## config.mk

```make
export PLATFORM = sky130hd
export DESIGN_NAME = svmk_queue
export DESIGN_NICKNAME = d
export VERILOG_FILES = /design/src/rtl/svmk_pkg.sv /design/src/rtl/svmk_queue.sv
export SDC_FILE = /design/constraint.sdc
export NUM_CORES = 1
export LEC_CHECK = 0
export ABC_CLOCK_PERIOD_IN_PS = 3000
export BUFFER_PORTS_ARGS = -buffer_cell sky130_fd_sc_hd__clkbuf_2
export CORE_ASPECT_RATIO = 1.4
export CORE_MARGIN = 2
export CORE_UTILIZATION = 36
export CTS_CLUSTER_DIAMETER = 30
export DETAILED_ROUTE_END_ITERATION = 12
export GPL_TIMING_DRIVEN = 0
export MAX_ROUTING_LAYER = met4
export PLACE_DENSITY = 0.68
export SYNTH_ARGS = -nofsm -noshare
export SYNTH_HDL_FRONTEND = slang
export SYNTH_SLANG_ARGS = --single-unit
```

## constraint.sdc

```tcl
create_clock -name clk -period 3 [get_ports clk]
set_input_delay 0.6 -clock clk [delete_from_list [all_inputs] [get_ports clk]]
set_output_delay 0.6 -clock clk [all_outputs]
set_load 0.02 [all_outputs]
```

## src/rtl/svmk_pkg.sv

```systemverilog
// svmk_pkg: shared types, constants and constant functions for the SVM kernel evaluator.
// Depends on nothing; every module in rtl/ imports it.
package svmk_pkg;

  localparam int ELEM_W    = 16;
  localparam int ACC_W     = 48;
  localparam int TERM_W    = 34;
  localparam int GAMMA_W   = 24;
  localparam int CFG_IDX_W = 2;
  localparam int SUM_W     = ACC_W - 1;

  localparam int ELEM_FRAC_BITS  = 8;
  localparam int X_SHIFT         = 2 * ELEM_FRAC_BITS;
  localparam int X_W             = 23;
  localparam int PROD_W          = GAMMA_W + SUM_W;
  localparam logic [X_W-1:0] X_CAP = X_W'(1) << 22;
  localparam logic [16:0] LOG2E_Q16 = 17'd94548;

  localparam int EXP_TABLE_DEPTH = 256;
  localparam int EXP_IDX_W       = $clog2(EXP_TABLE_DEPTH);
  localparam logic [15:0] Q_MASK = 16'(((1 << EXP_IDX_W) - 1) << (16 - EXP_IDX_W));

  localparam int RES_W = 17;

  localparam logic [GAMMA_W-1:0] GAMMA_RESET = 24'd65536;

  typedef enum logic [CFG_IDX_W-1:0] {
    REG_KERNEL_MODE = 2'd0,
    REG_GAMMA       = 2'd1
  } svmk_reg_t;

  typedef struct packed {
    logic signed [ACC_W-1:0] acc;
    logic                    sat;
    logic                    mode;
  } svmk_entry_t;

  typedef struct packed {
    logic        push;
    svmk_entry_t entry;
  } svmk_push_t;

  typedef struct packed {
    logic        valid;
    svmk_entry_t entry;
  } svmk_head_t;

  typedef logic [29:0] pow_c_t [16];

  function automatic longint unsigned isqrt64(longint unsigned v_in);
    longint unsigned v;
    longint unsigned res;
    longint unsigned bt;
    v   = v_in;
    res = 0;
    bt  = 64'd1 << 62;
    for (int i = 0; i < 32; i++) begin
      if (v >= res + bt) begin
        v   = v - (res + bt);
        res = (res >> 1) + bt;
      end else begin
        res = res >> 1;
      end
      bt = bt >> 2;
    end
    return res;
  endfunction

  // c[k] = 2^-(2^(k-16)) in Q.30, by repeated square roots
  function automatic pow_c_t pow_consts();
    pow_c_t          c;
    longint unsigned t;
    t = 64'd1 << 29;
    for (int k = 15; k >= 0; k--) begin
      t    = isqrt64(t << 30);
      c[k] = 30'(t);
    end
    return c;
  endfunction

  localparam pow_c_t POW_C = pow_consts();

endpackage

```

## src/rtl/svmk_queue.sv

```systemverilog
// svmk_queue: two-entry queue of finished sums between the front and the back.
// Depends on svmk_pkg.
module svmk_queue (
  input  logic                 clk,
  input  logic                 rst_n,
  input  svmk_pkg::svmk_push_t push,
  input  logic                 pop,
  output svmk_pkg::svmk_head_t head,
  output logic                 full
);
  import svmk_pkg::*;

  svmk_entry_t mem_r [2];
  logic        wr_ptr_r;
  logic        rd_ptr_r;
  logic [1:0]  count_r;
  logic        do_push;
  logic        do_pop;

  assign full       = count_r == 2'd2;
  assign head.valid = count_r != 2'd0;
  assign head.entry = mem_r[rd_ptr_r];
  assign do_push    = push.push && !full;
  assign do_pop     = pop && head.valid;

  always_ff @(posedge clk) begin
    if (!rst_n) begin
      wr_ptr_r <= 1'b0;
      rd_ptr_r <= 1'b0;
      count_r  <= 2'd0;
    end else begin
      if (do_push) begin
        wr_ptr_r <= !wr_ptr_r;
      end
      if (do_pop) begin
        rd_ptr_r <= !rd_ptr_r;
      end
      case ({do_push, do_pop})
        2'b10:   count_r <= count_r + 2'd1;
        2'b01:   count_r <= count_r - 2'd1;
        default: count_r <= count_r;
      endcase
    end
  end

  always_ff @(posedge clk) begin
    if (do_push) begin
      mem_r[wr_ptr_r] <= push.entry;
    end
  end

endmodule

```

---- Word-level counts from Yosys, hierarchy flattened ----
Memory sizes are Yosys's and may differ from the RTL's. A register that Yosys moved wholly into a read port is not among the register bits.
Cells that the tools add are included.
W data, S select, Z words.
word-level totals
  bits in writable memories ............... 100
  output and inout bits ................... 52
  bits of input ports ..................... 54
  logic and storage cells ................. 21
  memories kept ........................... 1
  register bits after elaboration ......... 4
cells by class
  equal/unequal tests ..................... 3
  reduce and logical (&&, ||, !) cells .... 7
  mux-type cells .......................... 5
  add/sub/neg operators ................... 2
memory list
  name   words  bits a word  read ports  clocked after memory_dff  wr ports  line              source
  mem_r  2      50           1           1                         1         svmk_queue.sv:13  svmk_entry_t mem_r [2];
operators with widths
  operator               count
  $eq A2 B2 Y1 const B   2
  $mux W1                4
  $pmux W2 S2            1
  $reduce_bool A2 Y1     2
  $logic_not A1 Y1       3
  $add A2 B1 Y2 const B  1
  $eq A2 B1 Y1 const B   1
  $logic_and A1 B1 Y1    2
  $sub A2 B1 Y2 const B  1

---- Depth between registers and ports, before layout ----
Gate-level depths: netlist of the first run.
  word-level depth ........................ 5
  gate-level depth with buffers ........... 6
  gate-level depth less buffers ........... 6

---- Worst setup path before layout of the first run ----
OpenSTA, ideal clock, no wires.
  kind .................................... in2reg
  start point ............................. input port push[50] (netlist bit)
  end point ............................... memory mem_r[0][0] (netlist bit), enable pin
  required time ........................... 2596 ps
  arrival time ............................ 1976 ps
  stages on the path ...................... 3
  slack ................................... 620 ps
  path buffers ............................ 0
  setup time .............................. 404 ps
  path through ............................ inv_1 -> or3_1 -> inv_1
between the ends
  cells in the longest elaborated chain, start to end .. 3
ends and longest elaborated chain
  item                           line              source
  start: declaration             svmk_queue.sv:6   input svmk_pkg::svmk_push_t push,
  $logic_and A1 B1 Y1            svmk_queue.sv:23  assign do_push = push.push && !full;
  $mux W1                        svmk_queue.sv:47  if (do_push) begin
  $mux W1 (not written as such)  svmk_queue.sv:48  mem_r[wr_ptr_r] <= push.entry;
  end: declaration               svmk_queue.sv:13
No other way between the ends.

==> results of run 1 <==
==> cells in the final DEF, fill, tap and decap left out, types with 2 or more instances in the layout <==
master,instances
clkbuf_2,105
edfxtp_1,100
mux2_2,50
clkbuf_16,9
buf_2,5
dfxtp_1,5
xnor2_1,3
inv_2,2
nor2b_1,2
or3_1,2
o21ai_0,2
a21boi_1,2
inv_8,2
clkinvlp_4,2
buf_12,2
==> worst max-delay path by stage <==
stage               slack (ps)  cells past startpoint      start            to
detailed placement         830                      5   push[50]  mem_r[0][16]
CTS                        680                      4  flip-flop      head[25]
global route               630                      4  flip-flop      head[41]
global placement           -80                      4   push[50]  mem_r[0][13]
finish                     740                      4  flip-flop      head[25]
floorplan                  620                      3   push[50]   mem_r[0][0]
==> registers in the layout (all words and copies together), names as in the netlist, named ones only <==
name / count
wr_ptr_r: 1
mem_r: 100
count_r: 2
rd_ptr_r: 1
==> kinds of logic after synthesis <==
| kind of cell | Yosys count | synth area share [%] |
|---|---|---|
| compound gates | 5 | 0.849 |
| fa+ha+maj | 1 | 0.326 |
| flops | 105 | 80.9 |
| simple gates | 9 | 1.47 |
| mux | 50 | 14.7 |
| xor+xnor | 3 | 0.686 |
| buf+inv | 9 | 1.04 |
==> final cells by class <==
type	count	area [µm²]
Buffer	6	28.8
Clock buffer	9	225
Clock inverter	7	55.1
Fill cell	961	5500
Inverter	3	11.3
Multi-Input combinational cell	68	692
Sequential cell	105	3100
Tap cell	138	173
Timing Repair Buffer	107	566
==> per-layer routing <==
layer	up-vias	wire, µm	global-route usage, %	share of wire (%)
met5	-	0	-	0
met4	0	120	5.88	1.8
met3	7	396	3.11	6.0
met2	67	3450	20.7	52
met1	974	2610	13.1	40
li1	941	-	-	-
==> through the flow <==
stage | power (mW) | TNS [ps] | std cells | area, µm²
global placement | 3.21 | -6100 | 425 | 4530
floorplan | 2.82 | 0 | 182 | 3830
global route | 4.48 | 0 | 443 | 4850
detailed placement | 3.25 | 0 | 427 | 4570
CTS | 4.34 | 0 | 443 | 4850
finish | 4.27 | 0 | 443 | 4850
==> power groups by stage <==
stage | Sequential [mW] | Clock [mW] | Combinational [mW]
global placement | 1.94 | 0 | 1.26
finish | 1.91 | 1.09 | 1.28
CTS | 1.91 | 1.12 | 1.31
floorplan | 1.93 | 0 | 0.892
global route | 1.93 | 1.17 | 1.38
detailed placement | 1.94 | 0 | 1.30
==> critical path: cells and delay by family, from the launching register on <==
family	cells	cell delay, ps
muxes	1	380
DFF	1	310
buffers and inverters	3	640
==> metrics.md, run 1 <==
| Metric | Value |
|---|---|
| Sw Share | between 30% and 40% |
| Initial core utilization | between 30% and 40% |
| Detailed placer's ending HPWL | roughly 4.5 mm |
| CP max-delay cell | mux2_2 |
| Most used DFF post-synth | edfxtp_1 |
| Vias | 1989 |
| Initial DRC count | 84 |
| Logic gate share of total power | 29.9% |
| H-tree depth | 3 |
| Root Buffer | clkbuf_16 |
| Synthesized area | 3830 µm² |
| Reg power frac | between 40 and 50% |
| First-pass GRT wire length | ~10 mm |
| Total track usage | about 12% |
| PwrDens | between 800 and 900 nW/µm² |
| Worst hold path type | primary input to flip-flop |
| Tightest Pin Transition | about 500 ps |
| CTS tree | built |
| CP Cell Sequence | clkbuf_1 -> buf_2 -> mux2_2 -> clkbuf_2 |
| Ant diodes | 0 |
| RR Startpoint | count_r[0] |
| Pre-antenna DRT Iters | 4 |
| Site Rows | 44 |
| Synth area leaders | edfxtp_1 (78%), mux2_2 (15%), dfxtp_1 (2.6%) |
| Outcome | finished, final reports clean |
| Core Region | 10300 µm² |
| Syn avg cell area | approximately 21 µm² |
| Die X-Extent | 91.2 µm |
| Worst-path maximum fanout | 10 |
| R2r setup slk | 1000 ps |
| CP endpoint kind | output pin |
| Max frequency | between 0.4 and 0.5 GHz |
| Worst-skew pair later-pin latency | around 340 ps |
| Number of synthesized flops with an enable pin | 100 |
| RD Place Congestion | approximately 0.66 |
| Clk pwr share | between 20% and 30% |
| Gr ovfl total | 0 |
| Async SR Flop Fraction | 0% |
| Postcts setup bufs | 0 |
| CP Launch Type | flip-flop |
| Reg2reg path depth | 5 |
| Synthesis-stage register bit count | 105 |
| Pre-CTS setup slack | between 800 and 900 ps |
| Sw power | between 1 and 1.5 mW |
| Post-synth net total | about 240 |
| Clk slew on worst S/H paths | approximately 70 ps |
| Clock Skew | roughly 4.5 ps |
| Final period utilization | between 70% and 80% |
| Endpoints failing setup | 0 |
| Fin util | 46.9% |
| Worst Hold End | mem_r[1][32] |
| Worst hold path depth | 1 |
| Cell taking the most area after synthesis | edfxtp_1 |
| Hold Fails Final Rpt | 0 |
| Clock buffer depth | 2 |
| Post-Route WL | ~6.6 mm |
| Pin count of the biggest net entering global routing | 35 |
| Unrepaired setup endpoints after global routing | false |
| Num ports | about 110 |
| Post-route DRC violation count | 0 |
| Fin nets | 355 |
| Count of cells resized by post-cts repair | 0 |
| Crit path required time | 2400 ps |
| Die area | 11500 µm² |
| Proportion of layout cells with a drive suffix above 1 | 59.7% |
| Int Pwr | 2.95 mW |
| Register area share after synthesis | between 80% and 90% |
| Synth Warn # | 0 |
| Reg-to-Reg End | mem_r[0][17] |
| Post-route minimum period | roughly 2300 ps |
| VDD IR-drop max | 0.000517 V |
| Count leader, synth | edfxtp_1 |
| Initial antenna violation count | 0 |
| Cells after Synth | 182 |
| Commonest cells post-synth | edfxtp_1 (100), mux2_2 (50), buf_2 (5), dfxtp_1 (5), xnor2_1 (3) |
| Max-cap viol count | 0 |
| # hold bufs at CTS | 0 |
| CTS buffer count | 9 |
| Max stage delay on crit path | around 380 ps |
| Setup ws final | 740 ps |
| Port Buf Inserts | 105 |
| Hold path start | push[32] |
| DIE HEIGHT | 126 µm |
| Vias in the first global route | approximately 2.2k |
| Avg Vias per Cell | around 4.5 |
| Clk sinks | between 100 and 150 |
| Worst Hold Slack | between 400 and 500 ps |
| Routed wire per std cell | 14.8 µm |
| Slew Limit Fails | 0 |
| WS Path Type | flip-flop to output pin |
| Synth top area share | 78.3% |
| Yosys cell types | 19 |
| Post-route ant nets | 0 |
| Area growth syn-to-layout | 26.6% |
| Max_slew headroom | about two thirds |
| WP data arrival | ~1700 ps |
| LEAKAGE | about 1.8 nW |
(Power assumes the default switching activity.)
==> run 2: changes to the inputs <==
ABC_CLOCK_PERIOD_IN_PS = 2000   (was 3000)
PLACE_DENSITY = 0.7   (was 0.68)
clock period = 2 ns   (was 3 ns; I/O delays follow)
==> metrics.md, run 2 (synthesized netlist as in run 1, its figures left out) <==
| Metric | Value |
|---|---|
| CP top delay family | flip-flops |
| Worst hold path type | primary input to flip-flop |
| Reg power frac | between 40% and 50% |
| Pre-antenna DRT Iters | 4 |
| Final period utilization | slightly above 90% |
| Max_slew headroom | between 50% and 60% |
| DIE HEIGHT | roughly 130 µm |
| Site Rows | 44 |
| Core Region | 10300 µm² |
| Detailed placer's ending HPWL | 4.27 mm |
| Avg Vias per Cell | 4.50 |
| LEAKAGE | ~1.8 nW |
| Die X-Extent | between 90 and 100 µm |
| Most common cell after layout, fill and taps aside | clkbuf_2 |
| Worst-skew pair later-pin latency | 340 ps |
| Max frequency | 0.536 GHz |
| Die area | 11500 µm² |
| WP data arrival | approximately 1500 ps |
| Crit path required time | 1600 ps |
| Number of fill cells | 970 |
| Placed inst area | approximately 4500 µm² |
| VDD IR-drop max | a little under 0.0006 V |
| Post-route DRC violation count | 0 |
| Total track usage | 12.2% |
| Root Buffer | clkbuf_16 |
| R2r setup slk | between 150 and 200 ps |
| Fin nets | 353 |
| First-pass GRT wire length | 10.1 mm |
| Max stage delay on crit path | between 300 and 400 ps |
| Clk sinks | about 110 |
| CTS tree | built |
| Tightest Pin Transition | 716 ps |
| Gr ovfl total | 0 |
| Area growth syn-to-layout | 27.2% |
| Initial antenna violation count | 0 |
| Logic gate share of total power | 28.8% |
| Clock buffer depth | 2 |
| Max-cap viol count | 0 |
| CP max-delay cell | dfxtp_2 |
| Fin area | 4880 µm² |
| Final Non-Filler Cells | approximately 440 |
| Slew Limit Fails | 0 |
| Buf/Inv on CP | 2 |
| CTS buffer count | 9 |
| Pin count of the biggest net entering global routing | 51 |
| Endpoints failing setup | 0 |
| WS Path Type | flip-flop to output pin |
| Ant diodes | 0 |
| Outcome | finished, final reports clean |
| Sw power | approximately 1.9 mW |
| Worst-path maximum fanout | 10 |
| RD Place Congestion | 0.700 |
| Initial DRC count | between 50 and 60 |
| Unrepaired setup endpoints after global routing | false |
| CP Cell Sequence | buf_4 -> mux2_2 -> clkbuf_2 |
| CP endpoint kind | output pin |
| Int Pwr | 4.67 mW |
| Num ports | around 110 |
| Clk slew on worst S/H paths | approximately 70 ps |
| Proportion of layout cells with a drive suffix above 1 | between 50% and 60% |
| Clk pwr share | approximately 28% |
| CP Launch Type | flip-flop |
| Most frequent cells in the layout | clkbuf_2 (105), edfxtp_1 (100), mux2_2 (50), clkbuf_16 (9), buf_4 (5) |
| Post-Route WL | 6.65 mm |
| Routed wire per std cell | 15.1 µm |
| Clock Skew | 6.39 ps |
| Post-route ant nets | 0 |
| PwrDens | 1360 nW/µm² |
| Biggest registers after layout | mem_r: 100 flops, count_r: 2 flops |
| Largest register FFs | 100 |
| Sw Share | about 29% |
| H-tree depth | 3 |
| Port Buf Inserts | about 110 |
| Reg with most FFs | mem_r |
| Initial core utilization | a little under two fifths |
| Fin util | between 40% and 50% |
| Post-route minimum period | about 1900 ps |
| Vias | approximately 2.0k |
| Postcts setup bufs | 0 |
| Vias in the first global route | ~2.1k |
| Placed Cells | 425 |
| Hold Fails Final Rpt | 0 |
| Worst Hold Slack | around 240 ps |
-- run 2: routing by layer --
metal	GRT usage [%]	vias to the layer above	part of all wire [%]
met5	-	-	0
met4	6.95	0	2.3
met3	3.17	10	5.5
met2	20.8	63	53
met1	12.8	971	39
li1	-	941	-
-- run 2: stage by stage --
step	setup TNS [ps]	total power, mW	setup slack [ps]
final	0	6.61	133
after detailed placement	-21080	4.84	-359
after global placement	-17510	4.81	-330
after global routing	0	6.93	53.3
after CTS	0	6.72	2.74
after floorplan	0	4.23	89.6
-- run 2: layout make-up --
cell class / count / area, µm² / share of cell area [%]
Clock buffer: 12 / 236 / 4.85
Sequential cell: 105 / 3100 / 63.6
Timing Repair Buffer: 105 / 526 / 10.8
Clock inverter: 4 / 77.6 / 1.59
Timing Repair inverter: 1 / 7.51 / 0.154
Multi-Input combinational cell: 68 / 701 / 14.4
Buffer: 5 / 37.5 / 0.770
Inverter: 3 / 15.0 / 0.308
Tap cell: 138 / 173 / 3.54
-- run 2: worst paths after layout --
| path | to | depth (start not counted) | from |
|---|---|---|---|
| max | head[17] | 3 | flip-flop |
| min | mem_r[1][47] | 1 | push[47] |
| min reg2reg | wr_ptr_r | 2 | wr_ptr_r |
| max reg2reg | mem_r[0][9] | 4 | count_r[0] |
-- run 2: worst reg2reg max path: cells and delay by family (launching register included) --
family | cells | cell delay [ps]
simple gates | 2 | 570
buf+inv | 2 | 490
flops | 1 | 410
-- run 2: repair_timing --
item,4_1_cts,5_1_grt
endpoints found under the setup margin,150,50
gates resized for setup,8,1
gates cloned,1,0
hold buffers,0,0
-- run 2: power by group through the flow --
stage               combinational (mW)  sequential (mW)  clock, mW
finish                            1.91             2.88       1.82
global route                      2.06             2.92       1.95
CTS                               1.95             2.89       1.88
detailed placement                1.91             2.93          0
global placement                  1.91             2.90          0
floorplan                         1.34             2.89          0
==> run 3: changes to the inputs <==
==> constraint.sdc (replaced) <==
create_clock -name clk -period 2 [get_ports clk]
set_input_delay 0.1 -clock clk [delete_from_list [all_inputs] [get_ports clk]]
set_output_delay 0.1 -clock clk [all_outputs]
set_load 0.02 [all_outputs]
==> metrics.md, run 3 (synthesized netlist as in run 1, its figures left out) <==
| Metric | Value |
|---|---|
| Outcome | finished, final reports clean |
| Gr ovfl total | 0 |
| WS Path Type | flip-flop to flip-flop |
| Post-route DRC violation count | 0 |
| Largest register FFs | 100 |
| Tightest Pin Transition | approximately 720 ps |
| First-pass GRT wire length | approximately 11 mm |
| Placed inst area | 4540 µm² |
| Ant diodes | 0 |
| Clk slew on worst S/H paths | 60 ps |
| Most common cell after layout, fill and taps aside | clkbuf_2 |
| Unrepaired setup endpoints after global routing | false |
| Core Region | 10300 µm² |
| DRT met1 WL | around 2.8 mm |
| Fin util | between 50% and 60% |
| PwrDens | 1240 nW/µm² |
| Pre-CTS setup slack | -359 ps |
| DIE HEIGHT | 126 µm |
| CP endpoint kind | flip-flop |
| Final period utilization | between 90% and 100% |
| Die X-Extent | just over 90 µm |
| Max layer used | met4 |
| Max-cap viol count | 0 |
| Routed wire per std cell | roughly 14 µm |
| Metal3 WL | between 200 and 300 µm |
| WP data arrival | 1820 ps |
| Initial antenna violation count | 0 |
| Post-route minimum period | around 1800 ps |
| Post-Route WL | a little over 7 mm |
| Reg with most FFs | mem_r |
| Metal2 WL | roughly 3.9 mm |
| Max frequency | about 0.54 GHz |
| Fin nets | between 400 and 500 |
| Setup ws final | about 160 ps |
| LEAKAGE | between 2 and 2.5 nW |
| Worst-path maximum fanout | 25 |
| Fin area | roughly 5400 µm² |
| Pin count of the biggest net entering global routing | 51 |
| Area growth syn-to-layout | 40.0% |
| Proportion of layout cells with a drive suffix above 1 | between 50% and 60% |
| Vias | 2187 |
| Worst hold path type | primary input to flip-flop |
| Max_slew headroom | roughly 52% |
| CP Launch Type | flip-flop |
| Most frequent cells in the layout | clkbuf_2 (105), edfxtp_1 (100), mux2_2 (50), dlygate4sd3_1 (50), clkbuf_16 (9) |
| VDD IR-drop max | 0.000576 V |
| Initial core utilization | between 30% and 40% |
| Root Buffer | clkbuf_16 |
| H-tree depth | 3 |
| Slew Limit Fails | 0 |
| RD Place Congestion | roughly 0.70 |
| Hold Fails Final Rpt | 0 |
| Die area | approximately 12000 µm² |
| Vias in the first global route | approximately 2.3k |
| Pre-antenna DRT Iters | 4 |
| Crit path required time | roughly 2000 ps |
| Endpoints failing setup | 0 |
| Total track usage | 13.1% |
| Placed Cells | 425 |
| Clk sinks | around 110 |
| Num ports | between 100 and 150 |
| Worst-skew pair later-pin latency | roughly 340 ps |
| Initial DRC count | 60 |
| Clock Skew | roughly 6.5 ps |
| CTS buffer count | 9 |
| Final Non-Filler Cells | just under 500 |
| Site Rows | 44 |
| Port Buf Inserts | ~110 |
| Avg Vias per Cell | between 4 and 5 |
| Post-route ant nets | 0 |
| Clock buffer depth | 2 |
| Detailed placer's ending HPWL | roughly 4.3 mm |
| CTS tree | built |
| Biggest registers after layout | mem_r: 100 flops, count_r: 2 flops |
-- run 3: cell count changes in the layout (fill, tap and decap cells not counted) --
cell / before / now
buf_2: 0 / 5
dfxtp_1: 4 / 5
dfxtp_2: 1 / 0
buf_4: 5 / 0
clkbuf_1: 3 / 4
dlygate4sd3_1: 0 / 50
-- run 3: path summary, 6_finish.rpt --
| kind | slack [ps] | endpoint | cells past startpoint | start |
|---|---|---|---|---|
| worst max-delay path | 160 | mem_r[0][6] | 4 | count_r[0] |
| worst min-delay path | 30 | count_r[0] | 2 | rst_n |
| worst max register to register | 160 | mem_r[0][6] | 4 | count_r[0] |
| worst min register to register | 500 | wr_ptr_r | 2 | wr_ptr_r |
-- run 3: cell type report --
type                            instances  area [µm²]
Timing Repair Buffer                  155        1030
Clock inverter                          4        77.6
Tap cell                              138         173
Sequential cell                       105        3100
Timing Repair inverter                  1        7.51
Clock buffer                           12         236
Fill cell                             906        4980
Buffer                                  6        28.8
Inverter                                3        15.0
Multi-Input combinational cell         68         701
-- run 3: metrics by stage --
step | setup TNS [ps] | power, mW | hold slack, ps
global route | 0 | 6.99 | 32.7
detailed placement | -21080 | 4.84 | 293
CTS | 0 | 6.77 | 22.7
floorplan | 0 | 4.23 | 199
global placement | -17510 | 4.81 | 289
finish | 0 | 6.68 | 28.6
-- run 3: metal layers --
| layer | track usage (%) | vias to the layer above |
|---|---|---|
| li1 | - | 1047 |
| met1 | 14.0 | 1064 |
| met2 | 22.7 | 65 |
| met3 | 2.57 | 11 |
| met4 | 6.95 | 0 |
| met5 | - | - |
-- run 3: repair_timing --
action,CTS,global route
cloned,1,0
gates resized for setup,2,1
hold endpoints to repair,100,0
setup endpoints to repair,100,50
setup buffers,0,0
hold buffers,50,0
-- run 3: power by group --
part / internal [mW] / total, mW / switching, mW
Combinational: 0.831 / 1.99 / 1.16
Clock: 1.10 / 1.82 / 0.717
Sequential: 2.78 / 2.87 / 0.0870
Total: 4.71 / 6.68 / 1.96
-- run 3: critical path, stage by stage (launching register included) --
cell and delay, ps:
dfxtp_1 410, nand2b_2 190, inv_2 50, or3_4 380
clkinvlp_4 430
