==> config.mk <==
export PLATFORM = sky130hd
export DESIGN_NAME = svmk_front
export DESIGN_NICKNAME = d
export VERILOG_FILES = /design/src/rtl/svmk_pkg.sv /design/src/rtl/svmk_front.sv
export SDC_FILE = /design/constraint.sdc
export NUM_CORES = 1
export LEC_CHECK = 0
export BUFFER_PORTS_ARGS = -buffer_cell sky130_fd_sc_hd__buf_4
export CORE_UTILIZATION = 35
export DETAILED_ROUTE_END_ITERATION = 7
export SKIP_LAST_GASP = 1
export SYNTH_ARGS = -nofsm -noshare
export SYNTH_HDL_FRONTEND = slang
export SYNTH_SLANG_ARGS = --single-unit
==> constraint.sdc <==
create_clock -name clk -period 33.5 [get_ports clk]
set_clock_uncertainty 0.2 [all_clocks]
set_input_delay 10.05 -clock clk [delete_from_list [all_inputs] [get_ports clk]]
set_output_delay 10.05 -clock clk [all_outputs]
set_load 0.005 [all_outputs]
==> src/rtl/svmk_pkg.sv <==
// svmk_pkg: shared types, constants and constant functions for the SVM kernel evaluator.
// Depends on nothing; every module in rtl/ imports it.
package svmk_pkg;

  localparam int ELEM_W    = 16;
  localparam int ACC_W     = 48;
  localparam int TERM_W    = 34;
  localparam int GAMMA_W   = 24;
  localparam int CFG_IDX_W = 2;
  localparam int SUM_W     = ACC_W - 1;

  localparam int ELEM_FRAC_BITS  = 8;
  localparam int X_SHIFT         = 2 * ELEM_FRAC_BITS;
  localparam int X_W             = 23;
  localparam int PROD_W          = GAMMA_W + SUM_W;
  localparam logic [X_W-1:0] X_CAP = X_W'(1) << 22;
  localparam logic [16:0] LOG2E_Q16 = 17'd94548;

  localparam int EXP_TABLE_DEPTH = 256;
  localparam int EXP_IDX_W       = $clog2(EXP_TABLE_DEPTH);
  localparam logic [15:0] Q_MASK = 16'(((1 << EXP_IDX_W) - 1) << (16 - EXP_IDX_W));

  localparam int RES_W = 17;

  localparam logic [GAMMA_W-1:0] GAMMA_RESET = 24'd65536;

  typedef enum logic [CFG_IDX_W-1:0] {
    REG_KERNEL_MODE = 2'd0,
    REG_GAMMA       = 2'd1
  } svmk_reg_t;

  typedef struct packed {
    logic signed [ACC_W-1:0] acc;
    logic                    sat;
    logic                    mode;
  } svmk_entry_t;

  typedef struct packed {
    logic        push;
    svmk_entry_t entry;
  } svmk_push_t;

  typedef struct packed {
    logic        valid;
    svmk_entry_t entry;
  } svmk_head_t;

  typedef logic [29:0] pow_c_t [16];

  function automatic longint unsigned isqrt64(longint unsigned v_in);
    longint unsigned v;
    longint unsigned res;
    longint unsigned bt;
    v   = v_in;
    res = 0;
    bt  = 64'd1 << 62;
    for (int i = 0; i < 32; i++) begin
      if (v >= res + bt) begin
        v   = v - (res + bt);
        res = (res >> 1) + bt;
      end else begin
        res = res >> 1;
      end
      bt = bt >> 2;
    end
    return res;
  endfunction

  // c[k] = 2^-(2^(k-16)) in Q.30, by repeated square roots
  function automatic pow_c_t pow_consts();
    pow_c_t          c;
    longint unsigned t;
    t = 64'd1 << 29;
    for (int k = 15; k >= 0; k--) begin
      t    = isqrt64(t << 30);
      c[k] = 30'(t);
    end
    return c;
  endfunction

  localparam pow_c_t POW_C = pow_consts();

endpackage

==> src/rtl/svmk_front.sv <==
// svmk_front: accepts element pairs, forms the per-pair term and keeps the saturating sum.
// Depends on svmk_pkg; pushes finished sums into svmk_queue.
module svmk_front (
  input  logic                           clk,
  input  logic                           rst_n,
  input  logic                           in_valid,
  output logic                           in_ready,
  input  logic signed [svmk_pkg::ELEM_W-1:0] in_a_elem,
  input  logic signed [svmk_pkg::ELEM_W-1:0] in_b_elem,
  input  logic                           in_last,
  input  logic                           kernel_mode,
  input  logic                           q_full,
  output svmk_pkg::svmk_push_t           push
);
  import svmk_pkg::*;

  localparam logic signed [ACC_W-1:0] ACC_MAX = {1'b0, {(ACC_W-1){1'b1}}};
  localparam logic signed [ACC_W-1:0] ACC_MIN = {1'b1, {(ACC_W-1){1'b0}}};

  logic signed [TERM_W-1:0] term_r;
  logic                     p_valid_r;
  logic                     p_last_r;
  logic                     p_mode_r;
  logic signed [ACC_W-1:0]  acc_r;
  logic                     flag_r;

  logic signed [ELEM_W:0]   a_ext;
  logic signed [ELEM_W:0]   b_ext;
  logic signed [ELEM_W:0]   diff;
  logic signed [ELEM_W:0]   op_a;
  logic signed [ELEM_W:0]   op_b;
  logic signed [TERM_W-1:0] term_nxt;
  logic        [ACC_W:0]    sum_wide;
  logic signed [ACC_W-1:0]  acc_sat;
  logic                     ovf;
  logic                     consume;
  logic                     accept;

  always_comb begin
    a_ext    = {in_a_elem[ELEM_W-1], in_a_elem};
    b_ext    = {in_b_elem[ELEM_W-1], in_b_elem};
    diff     = a_ext - b_ext;
    op_a     = kernel_mode ? diff : a_ext;
    op_b     = kernel_mode ? diff : b_ext;
    term_nxt = op_a * op_b;
  end

  always_comb begin
    sum_wide = {acc_r[ACC_W-1], acc_r} +
               {{(ACC_W+1-TERM_W){term_r[TERM_W-1]}}, term_r};
    ovf      = sum_wide[ACC_W] != sum_wide[ACC_W-1];
    if (!ovf) begin
      acc_sat = sum_wide[ACC_W-1:0];
    end else if (sum_wide[ACC_W]) begin
      acc_sat = ACC_MIN;
    end else begin
      acc_sat = ACC_MAX;
    end
  end

  assign consume  = p_valid_r && !(p_last_r && q_full);
  assign in_ready = !p_valid_r || consume;
  assign accept   = in_valid && in_ready;

  always_comb begin
    push.push        = consume && p_last_r;
    push.entry.acc   = acc_sat;
    push.entry.sat   = flag_r || ovf;
    push.entry.mode  = p_mode_r;
  end

  always_ff @(posedge clk) begin
    if (!rst_n) begin
      p_valid_r <= 1'b0;
      acc_r     <= '0;
      flag_r    <= 1'b0;
    end else begin
      if (accept) begin
        p_valid_r <= 1'b1;
      end else if (consume) begin
        p_valid_r <= 1'b0;
      end
      if (consume) begin
        if (p_last_r) begin
          acc_r  <= '0;
          flag_r <= 1'b0;
        end else begin
          acc_r  <= acc_sat;
          flag_r <= flag_r || ovf;
        end
      end
    end
  end

  always_ff @(posedge clk) begin
    if (accept) begin
      term_r   <= term_nxt;
      p_last_r <= in_last;
      p_mode_r <= kernel_mode;
    end
  end

endmodule

## Word-level counts from Yosys, hierarchy flattened

Index checks and enable logic that the tools add are counted.

| cells by class | value |
|---|---|
| add/sub/neg operators | 2 |
| multipliers | 1 |
| equality and inequality tests | 1 |
| mux-type cells | 8 |
| reductions and logical operators | 9 |

Operator list:

| kind | count |
|---|---|
| $mux 48 | 3 |
| $add 48x34->49 | 1 |
| $mul 17x17->34 | 1 |
| $mux 17 | 2 |
| $sub 16x16->17 | 1 |
| $logic_and 1x1->1 | 4 |
| $mux 1 | 3 |
| $logic_not 1->1 | 2 |
| $logic_or 1x1->1 | 2 |
| $reduce_bool 2->1 | 1 |
| $ne 1x1->1 | 1 |

| word-level totals | value |
|---|---|
| register bits after elaboration | 86 |
| logic and storage cells | 27 |

## Depth between registers and ports, before layout

Gate-level depths: netlist of the first run.

| logic depth | value |
|---|---|
| depth in word-level cells | 6 |
| gate-level depth with buffers | 36 |
| depth with buffers taken out | 35 |

## Worst setup path after synthesis of the first run

OpenSTA, ideal clock, no wires.

| timing path | value |
|---|---|
| path kind | input -> output |
| start point | in q_full |
| end point | out push[50] (netlist bit) |
| data arrival time | 10.188 ns |
| path slack | 13.062 ns |
| stages on the path | 1 |
| cell sequence | nor2_1 |

| on the way | value |
|---|---|
| word-level cells in the longest chain between the ends | 4 |

RTL lines:

| item | RTL line | RTL |
|---|---|---|
| start, declared | svmk_front.sv:12 | `input logic q_full,` |
| $logic_and 1x1->1 | svmk_front.sv:61 | `assign consume = p_valid_r && !(p_last_r && q_full);` |
| $logic_not 1->1 | svmk_front.sv:61 |  |
| $logic_and 1x1->1 | svmk_front.sv:61 |  |
| $logic_and 1x1->1 | svmk_front.sv:66 | `push.push = consume && p_last_r;` |
| end, declared | svmk_front.sv:13 | `output svmk_pkg::svmk_push_t push` |

Every way passes these cells.

==> key figures, run 1 <==
Yosys
  – Syn Nets: about 2500
  – Synth Flop Type: dfxtp_1
  – Seq cells post-synth: 86
  – Top cells by area, synth: fa_1 33%, ha_1 10%, inv_1 7.2%
  – Top cell type's share of synthesized area: 0.335
  – Synth cell types: 77
  – Fraction of registers with async set/reset: 0
  – Post-Syn Area per Cell: 8.73 sq um
  – Largest area contributor in the netlist: fa_1
  – Synthesized instance count: 2040
  – Sequential element share of the synthesized area: 0.117
  – Count leader, synth: inv_1
  – Synth cell count leaders: 343 x inv_1, 298 x fa_1, 246 x nand2_1, 189 x nor2_1, 149 x ha_1
  – EDFF count, synth: 36
  – Synth Warn #: 0
  – Synth Cell Area: 17800 sq um

Timing
  – FMAX: 0.0483 GHz
  – Pin slew with the least headroom to its limit: 1.11 ns
  – Final period utilization: 0.618
  – Relative slew slack: 0.252
  – Fin. Hold Viols: 0
  – Final setup vio count: 0
  – TNS Setup: 0 ns
  – RSZ-0062 raised after global routing: no
  – Fin crit period: 20.69 ns
  – Max-slew violations: 0

Layout
  – Antenna diode count: 0
  – # fillers: 5079
  – P&R area growth vs syn: 9.54%
  – Multi-input logic area: about 14000 sq um
  – Layout Cells excl Fill: 2770
  – Final Cell Area: approximately 20000 sq um
  – Reg area: 2080 sq um
  – Layout cell share with drive strength beyond 1: 0.0996
  – Final nets: 2578

Placed design
  – Post-DP HPWL: ~38000 microns
  – Placed Area: roughly 19000 sq um
  – Port Buf Inserts: 89
  – Inst Count DP: 2754
  – Final Wtd Congestion: between 0.9 and 1

Critical path
  – WP data required: 23.25 ns
  – CP startpoint kind: primary input
  – Setup crit start: q_full
  – CP cell instances: buf_4 > nor2_1 > buf_4
  – CP peak stage delay: 0.14 ns
  – R2r startpoint: term_r[1]
  – CP arrival: 10.44 ns
  – CP max FO: 3
  – Slowest CP cell: nor2_1
  – Crit Path Category: primary input to output pin
  – Setup crit end kind: output pin
  – Most used cell along the critical path: buf_4

Clock network
  – H-tree levels: 3
  – Post-cts hold buffer count: 0
  – Clk sinks: 86
  – Clock Latency Late Sink: 0.35 ns
  – CTS max path bufs: 2
  – CTS resizes: 0
  – CTS Buf Count: 9
  – CTS tree: yes
  – Clk slew on worst S/H paths: roughly 0.070 ns
  – Root Buffer: clkbuf_16
  – # Post-CTS Setup Buffers: 0

Run status
  – Status: finished clean

Routing
  – DRT antenna net count: 0
  – TritonRoute pass-1 iters: 5
  – DRC viols: 0
  – Drt wl/cell: 16.9 microns
  – Vias: 14200
  – Via/cell ratio: between 5 and 6
  – Initial DRC Count: about 800
  – WL final: 46900 microns

Floorplanning
  – Initial core utilization: 0.355
  – Area of the core: 50200 sq um
  – DIE WIDTH: 228 microns
  – Die area: 51800 sq um
  – Die Y: around 230 microns
  – IO Count: 90
  – Row count: 82

Hold path
  – Worst hold path type: register to register
  – Worst Hold Launch: acc_r[46]

Global routing
  – Initial antenna violation count: 0
  – First-pass GRT wire length: a little under 80000 microns
  – Pin count of the biggest net entering global routing: 48
  – Vias in the first global route: approximately 15000
  – Total grt overflow: 0
  – GR Util All Layers: 0.191

Job
  – Max-cap violation count: 0
==> critical path: cells and delay by family <==
family / cells / cell delay, ns
and+or+nand+nor: 1 / 0.14
buffers and inverters: 2 / 0.25
==> layout make-up <==
cell class | count | share of cell area
multi-input combinational | 1536 | 0.724
sequential | 86 | 0.107
inverter | 344 | 0.0662
timing repair buffer | 116 | 0.0446
tap | 672 | 0.0431
clock buffer | 9 | 0.0115
clock inverter | 7 | 0.00372
==> logic make-up after synthesis <==
| logic type | share of synthesized area |
|---|---|
| simple gates | 0.142 |
| fa+ha+maj | 0.439 |
| buf+inv | 0.0922 |
| compound gates | 0.158 |
| xor+xnor | 0.0428 |
| flops | 0.117 |
| mux | 0.00864 |
==> sequential cells by signal (all words and copies together), names as in the netlist <==
| name | cells |
|---|---|
| p_mode_r | 1 |
| term_r | 34 |
| acc_r | 48 |
| p_last_r | 1 |
| flag_r | 1 |
| p_valid_r | 1 |
==> cell usage in the layout, fill, tap and decap left out, types with 6 or more instances in the layout <==
| cell type | n |
|---|---|
| buf_4 | 116 |
| edfxtp_1 | 36 |
| fa_1 | 298 |
| nand2_1 | 246 |
| o21ai_0 | 111 |
| clkbuf_16 | 9 |
| nand2b_1 | 17 |
| o21bai_1 | 9 |
| a21boi_0 | 8 |
| a31oi_1 | 16 |
| nor2b_1 | 12 |
| or2_2 | 12 |
| nor3_1 | 19 |
| o21ai_1 | 14 |
| ha_1 | 149 |
| o211ai_1 | 10 |
| nand4_1 | 18 |
| xnor2_1 | 51 |
| xor2_1 | 36 |
| dfxtp_1 | 50 |
| nand3_1 | 14 |
| o21a_1 | 15 |
| nand3b_1 | 6 |
| a21o_1 | 43 |
| o211ai_2 | 40 |
| a21boi_1 | 6 |
| and2_1 | 15 |
| a21oi_1 | 88 |
| inv_1 | 343 |
| nor2_1 | 189 |
| mux2i_1 | 7 |
| and3_1 | 12 |
==> stage by stage <==
stage | worst slack [ns] | util | hold slack [ns]
floorplan | 13.06 | - | 0.239
global placement | 12.79 | 0.383 | 0.255
detailed placement | 12.81 | 0.383 | 0.262
CTS | 12.81 | 0.389 | 0.278
global route | 12.77 | 0.389 | 0.301
finish | 12.81 | 0.389 | 0.280
==> final timing paths <==
kind | to | cells after the start | slack, ns
worst max register to register | acc_r[45] | 13 | 28.48
worst min register to register | acc_r[46] | 2 | 0.28
worst max-delay path | push[50] | 3 | 12.81
worst min-delay path | acc_r[46] | 2 | 0.28
==> routing by layer <==
layer	up-vias	wire (microns)	GRT usage
met4	0	1050	0.0543
met3	65	1990	0.0190
li1	6705	-	-
met5	-	0	0
met2	335	22600	0.334
met1	7071	21200	0.250
Power of run 1 is left out: the tool's default activity adds up to more than one toggle a clock period on the data nets, which glitch-free logic cannot reach.
==> run 2: changes to the inputs <==
clock period = 19.95 ns   (was 33.5 ns; I/O delays follow)
==> key figures, run 2 (same netlist as run 1, synthesis figures left out) <==
Clock network
  – Clk slew on worst S/H paths: 0.06 ns (about the same)
  – CTS tree: yes
  – CTS Buf Count: 9 (unchanged)
  – CTS resizes: 0 (unchanged)
  – CTS max path bufs: 2 (unchanged)
  – Root Buffer: clkbuf_16
  – Clk sinks: 86 (unchanged)
  – Post-cts hold buffer count: 0 (unchanged)
  – # Post-CTS Setup Buffers: 0 (unchanged)
  – Clock Latency Late Sink: 0.36 ns (about the same)
  – H-tree levels: 3 (unchanged)

Global routing
  – GR Util met2: 0.343 (+0.00934)
  – GR Util met1: 0.260 (+0.00945)
  – Total grt overflow: 0 (unchanged)
  – GR Util All Layers: 0.200 (+0.00884)
  – Gr busiest metal: met2
  – Vias in the first global route: 15100 (-0.20%)
  – Pin count of the biggest net entering global routing: 48 (unchanged)
  – Met3 Track Usage GR: 0.0234 (+0.00437)
  – Initial antenna violation count: 1 (+1)
  – First-pass GRT wire length: 81100 microns (+3.9%)

Routing
  – TritonRoute pass-1 iters: 5 (unchanged)
  – WL final: 49400 microns (+5.5%)
  – DRT antenna net count: 0 (unchanged)
  – Initial DRC Count: 690 (-13%)
  – DRC viols: 0 (unchanged)
  – Vias: 14300 (+1.2%)
  – Via/cell ratio: 5.17 (+1.1%)
  – Drt wl/cell: 17.8 microns (+5.4%)

Placed design
  – Port Buf Inserts: 89 (unchanged)
  – Post-DP HPWL: 40500 microns (+5.3%)
  – Final Wtd Congestion: 0.920 (+2.2%)

Floorplanning
  – Row count: 82 (unchanged)
  – IO Count: 90 (unchanged)
  – Initial core utilization: 0.355 (unchanged)
  – Die Y: 228 microns (unchanged)
  – Area of the core: 50200 sq um (unchanged)
  – DIE WIDTH: 228 microns (unchanged)
  – Die area: 51800 sq um (unchanged)

Critical path
  – CP peak stage delay: 0.62 ns (+0.48 ns)
  – CP arrival: 14.45 ns (+4.01 ns)
  – Slowest CP cell: o211a_1
  – WP data required: 19.83 ns (-3.42 ns)
  – Crit Path Category: primary input to register
  – CP startpoint kind: primary input
  – Setup crit end kind: register
  – Most used cell along the critical path: fa_1
  – CP max FO: 18 (+15)

Timing
  – RSZ-0062 raised after global routing: no
  – Final period utilization: 0.730
  – Fin crit period: about 15 ns
  – FMAX: 0.0686 GHz
  – Final setup vio count: 0 (unchanged)
  – Pin slew with the least headroom to its limit: 1.03 ns (-0.0789 ns)
  – Relative slew slack: 0.295 (+0.0436)
  – Max-slew violations: 0 (unchanged)
  – Fin. Hold Viols: 0 (unchanged)
  – TNS Setup: 0 ns (unchanged)

Layout
  – Reg area: 2080 sq um (unchanged)
  – Antenna diode count: 0 (unchanged)
  – Layout cell share with drive strength beyond 1: 0.0995 (-0.000142)
  – # fillers: 5133 (+1.1%)
  – Largest register FFs: 48 (unchanged)
  – Multi-input logic area: 14100 sq um (about the same)
  – Most frequent cells in the layout: 343 x inv_1, 298 x fa_1, 246 x nand2_1
  – Largest regs: acc_r (48), term_r (34)
  – P&R area growth vs syn: 9.61% (about the same)
  – Final nets: 2581 (+0.12%)
  – Commonest non-fill, non-tap cell in the layout: inv_1
  – Most flops, register: acc_r

Job
  – Max-cap violation count: 0 (unchanged)

Hold path
  – Worst hold path type: register to register

Run status
  – Status: finished clean
==> run 2: worst max-delay path: cells and delay by family <==
family | cells | cell delay, ns
xor gates and xnor gates | 1 | 0.07
adders and majority gates | 9 | 3.74
and+or+nand+nor | 3 | 0.46
muxes | 1 | 0.31
buffers and inverters | 5 | 0.27
AOI/OAI and AO/OA | 15 | 3.60
==> run 2: through the flow <==
stage               utilization  instance area (sq um)  worst slack (ns)  hold WS, ns  cells
finish                    0.389                  19500              5.38        0.277   2773
detailed placement        0.383                  19200              5.13        0.260   2757
floorplan                     -                  17800              6.15        0.239   2040
CTS                       0.389                  19500              5.48        0.277   2773
global route              0.389                  19500              4.86        0.297   2773
global placement          0.383                  19200              5.35        0.256   2757
==> run 2: metal layers <==
layer  share of wire  wire length (microns)
met1            0.44                  21700
met2            0.48                  23700
met3           0.050                   2470
met4           0.032                   1590
met5               0                      0
==> run 2: final timing paths <==
check | slack (ns) | endpoint | from | depth (start not counted)
max | 5.38 | term_r[33] | in_a_elem[0] | 34
min | 0.28 | acc_r[45] | acc_r[45] | 2
max reg2reg | 14.90 | acc_r[44] | term_r[1] | 13
min reg2reg | 0.28 | acc_r[45] | acc_r[45] | 2
==> run 2: cell type report <==
| class | count | share of cell area |
|---|---|---|
| inverters | 344 | 0.0661 |
| flip-flops and latches | 86 | 0.107 |
| repair buffers | 119 | 0.0457 |
| well taps | 672 | 0.0431 |
| clock inverters | 6 | 0.00320 |
| multi-input cells | 1536 | 0.724 |
| clock buffers | 10 | 0.0117 |
Power of run 2 is left out for the same reason.
==> run 3: changes to the inputs <==
ABC_AREA = 1   (was unset)
clock period = 12.6 ns   (was 19.95 ns; I/O delays follow)
==> key figures, run 3 <==
Run status
  – Status: finished, violations left
  – Violated checks: DRC

Critical path
  – Setup crit end kind: register
  – Crit Path Category: primary input to register
  – CP peak stage delay: 0.67 ns (+0.05 ns)
  – FF-to-FF path depth: 15 (+2)
  – WP data required: 12.49 ns (-7.34 ns)
  – R2r startpoint: term_r[33]
  – CP max FO: 9 (-9)
  – Slowest CP cell: fa_1
  – WP buf/inv: 9 (+4)
  – R2r setup slk: 8.34 ns (-6.56 ns)
  – CP arrival: 11.42 ns (-3.03 ns)
  – Reg2reg end: acc_r[46]
  – CP delay by family, top: adder cells
  – CP startpoint kind: primary input
  – Setup crit start: in_a_elem[0]

Global routing
  – Initial antenna violation count: 0 (-1)
  – GR Util All Layers: 0.217 (+0.0171)
  – Pin count of the biggest net entering global routing: 50 (+4.2%)
  – Vias in the first global route: 17300 (+14%)
  – First-pass GRT wire length: 91500 microns (+13%)
  – Total grt overflow: 0 (unchanged)

Floorplanning
  – Area of the core: 52900 sq um (+5.4%)
  – Initial core utilization: 0.357 (+0.00185)
  – IO Count: 90 (unchanged)
  – Row count: 84 (+2.4%)
  – Die Y: 234 microns (+2.9%)
  – Die area: 54900 sq um (+5.9%)
  – DIE WIDTH: 234 microns (+2.9%)

Timing
  – Fin. Hold Viols: 0 (unchanged)
  – Final Worst Setup Slack: 1.07 ns (-4.30 ns)
  – TNS Setup: 0 ns (unchanged)
  – Relative slew slack: 0.180 (-0.116)
  – RSZ-0062 raised after global routing: no
  – Final setup vio count: 0 (unchanged)
  – Final period utilization: 0.915
  – Pin slew with the least headroom to its limit: 1.22 ns (+0.187 ns)
  – Fin crit period: about 12 ns
  – FMAX: 0.0867 GHz
  – Max-slew violations: 0 (unchanged)

Layout
  – Commonest non-fill, non-tap cell in the layout: nand2_1
  – Antenna diode count: 0 (unchanged)
  – Largest register FFs: 48 (unchanged)
  – Final Cell Area: 20600 sq um (+5.6%)
  – Most frequent cells in the layout: 633 x nand2_1, 508 x inv_1, 298 x fa_1
  – Layout cell share with drive strength beyond 1: 0.0825 (-0.0170)
  – Final Util: 0.390 (+0.000770)
  – Final nets: 3098 (+20%)
  – Largest regs: acc_r (48), term_r (34)
  – Most flops, register: acc_r
  – P&R area growth vs syn: 9.25%
  – # fillers: 5621 (+9.5%)

Yosys
  – Count leader, synth: nand2_1
  – Sequential element share of the synthesized area: 0.110 (-0.00653)
  – Synth cell types: 46 (-40%)
  – Synth Cell Area: 18900 sq um (+5.9%)
  – EDFF count, synth: 36 (unchanged)
  – Syn Nets: 3022 (+20%)
  – Seq cells post-synth: 86 (unchanged)
  – Synth Flop Type: dfxtp_1
  – Synthesized instance count: 2537 (+24%)
  – Top cell type's share of synthesized area: 0.316 (-0.0187)
  – Synth Warn #: 0 (unchanged)
  – Fraction of registers with async set/reset: 0 (unchanged)
  – Post-Syn Area per Cell: 7.44 sq um (-15%)
  – Largest area contributor in the netlist: fa_1
  – Synth cell count leaders: 633 x nand2_1, 508 x inv_1, 298 x fa_1, 256 x nor2_1, 156 x a21oi_1
  – Top cells by area, synth: fa_1 32%, nand2_1 13%, inv_1 10%

Routing
  – DRT antenna net count: 0 (unchanged)
  – WL final: 57000 microns (+15%)
  – TritonRoute pass-1 iters: 7 (+2)
  – Vias: 16400 (+14%)
  – DRC viols: 7 (+7)
  – Initial DRC Count: 891 (+29%)
  – Drt wl/cell: 17.2 microns (-3.3%)
  – Via/cell ratio: 4.96 (-4.1%)

Clock network
  – CTS Buf Count: 9 (unchanged)
  – Root Buffer: clkbuf_16
  – CTS max path bufs: 2 (unchanged)
  – H-tree levels: 3 (unchanged)
  – CTS resizes: 0 (unchanged)
  – Post-cts hold buffer count: 0 (unchanged)
  – CTS tree: yes
  – Clk sinks: 86 (unchanged)
  – # Post-CTS Setup Buffers: 0 (unchanged)
  – Clock Latency Late Sink: 0.37 ns (about the same)
  – Clk slew on worst S/H paths: 0.06 ns (about the same)

Placed design
  – Dpl ws: 0.650 ns (-4.48 ns)
  – Final Wtd Congestion: 0.967 (+5.1%)
  – Placed Area: 20300 sq um (+5.7%)
  – Port Buf Inserts: 89 (unchanged)
  – Post-DP HPWL: 48700 microns (+20%)

Hold path
  – Worst Hold Launch: acc_r[21]
  – Hold endpoint: acc_r[21]
  – Worst Hold Depth: 2 (unchanged)
  – Worst hold path type: register to register

Job
  – Max-cap violation count: 0 (unchanged)
[run 3: layout make-up]
| type | count | area [sq um] | share of cell area |
|---|---|---|---|
| inverters | 529 | 1990 | 0.0963 |
| flip-flops and latches | 86 | 2080 | 0.101 |
| multi-input cells | 1875 | 14600 | 0.707 |
| repair buffers | 112 | 841 | 0.0408 |
| clock buffers | 11 | 243 | 0.0118 |
| well taps | 688 | 861 | 0.0417 |
| clock inverters | 5 | 35.0 | 0.00170 |
[run 3: worst register-to-register path, cell delays in order (launching register included)]
cell and delay (ns):
edfxtp_1 0.70, ha_1 0.59, nand2_1 0.09, inv_1 0.09, nand2_1 0.12, nor2_1 0.27
nand2_1 0.16, nor2_2 0.15, nand2_2 0.12, nand4_1 0.13, nand2_2 0.08, nand2_2 0.58
buf_4 0.51, o21ai_1 0.18, nand2_1 0.09, a21oi_1 0.06
[run 3: cells by family after synthesis]
kind of cell             Yosys count  synth area share
AND/OR/NAND/NOR                 1051             0.231
flip-flops                        86             0.110
adder cells (fa/ha/maj)          447             0.415
XOR/XNOR                          76            0.0353
buffers and inverters            576             0.118
AO/OA/AOI/OAI                    301            0.0907
[run 3: worst max-delay path by stage]
stage,end,slack [ns],cells past startpoint
detailed placement,term_r[28],0.65,36
global placement,term_r[28],0.74,36
floorplan,term_r[33],1.87,37
finish,term_r[28],1.07,36
CTS,term_r[28],1.00,36
global route,term_r[28],0.46,36
[run 3: through the flow]
stage	hold slack [ns]	std cells
floorplan	0.249	2537
detailed placement	0.262	3290
global placement	0.256	3290
finish	0.270	3306
CTS	0.272	3306
global route	0.294	3306
[run 3: routing by layer]
layer,vias up,share of wire,global-route usage
met5,-,0,0
met4,0,0.046,0.0950
met3,115,0.045,0.0246
met2,442,0.49,0.385
met1,7961,0.42,0.264
li1,7882,-,-
Power of run 3 is left out for the same reason.
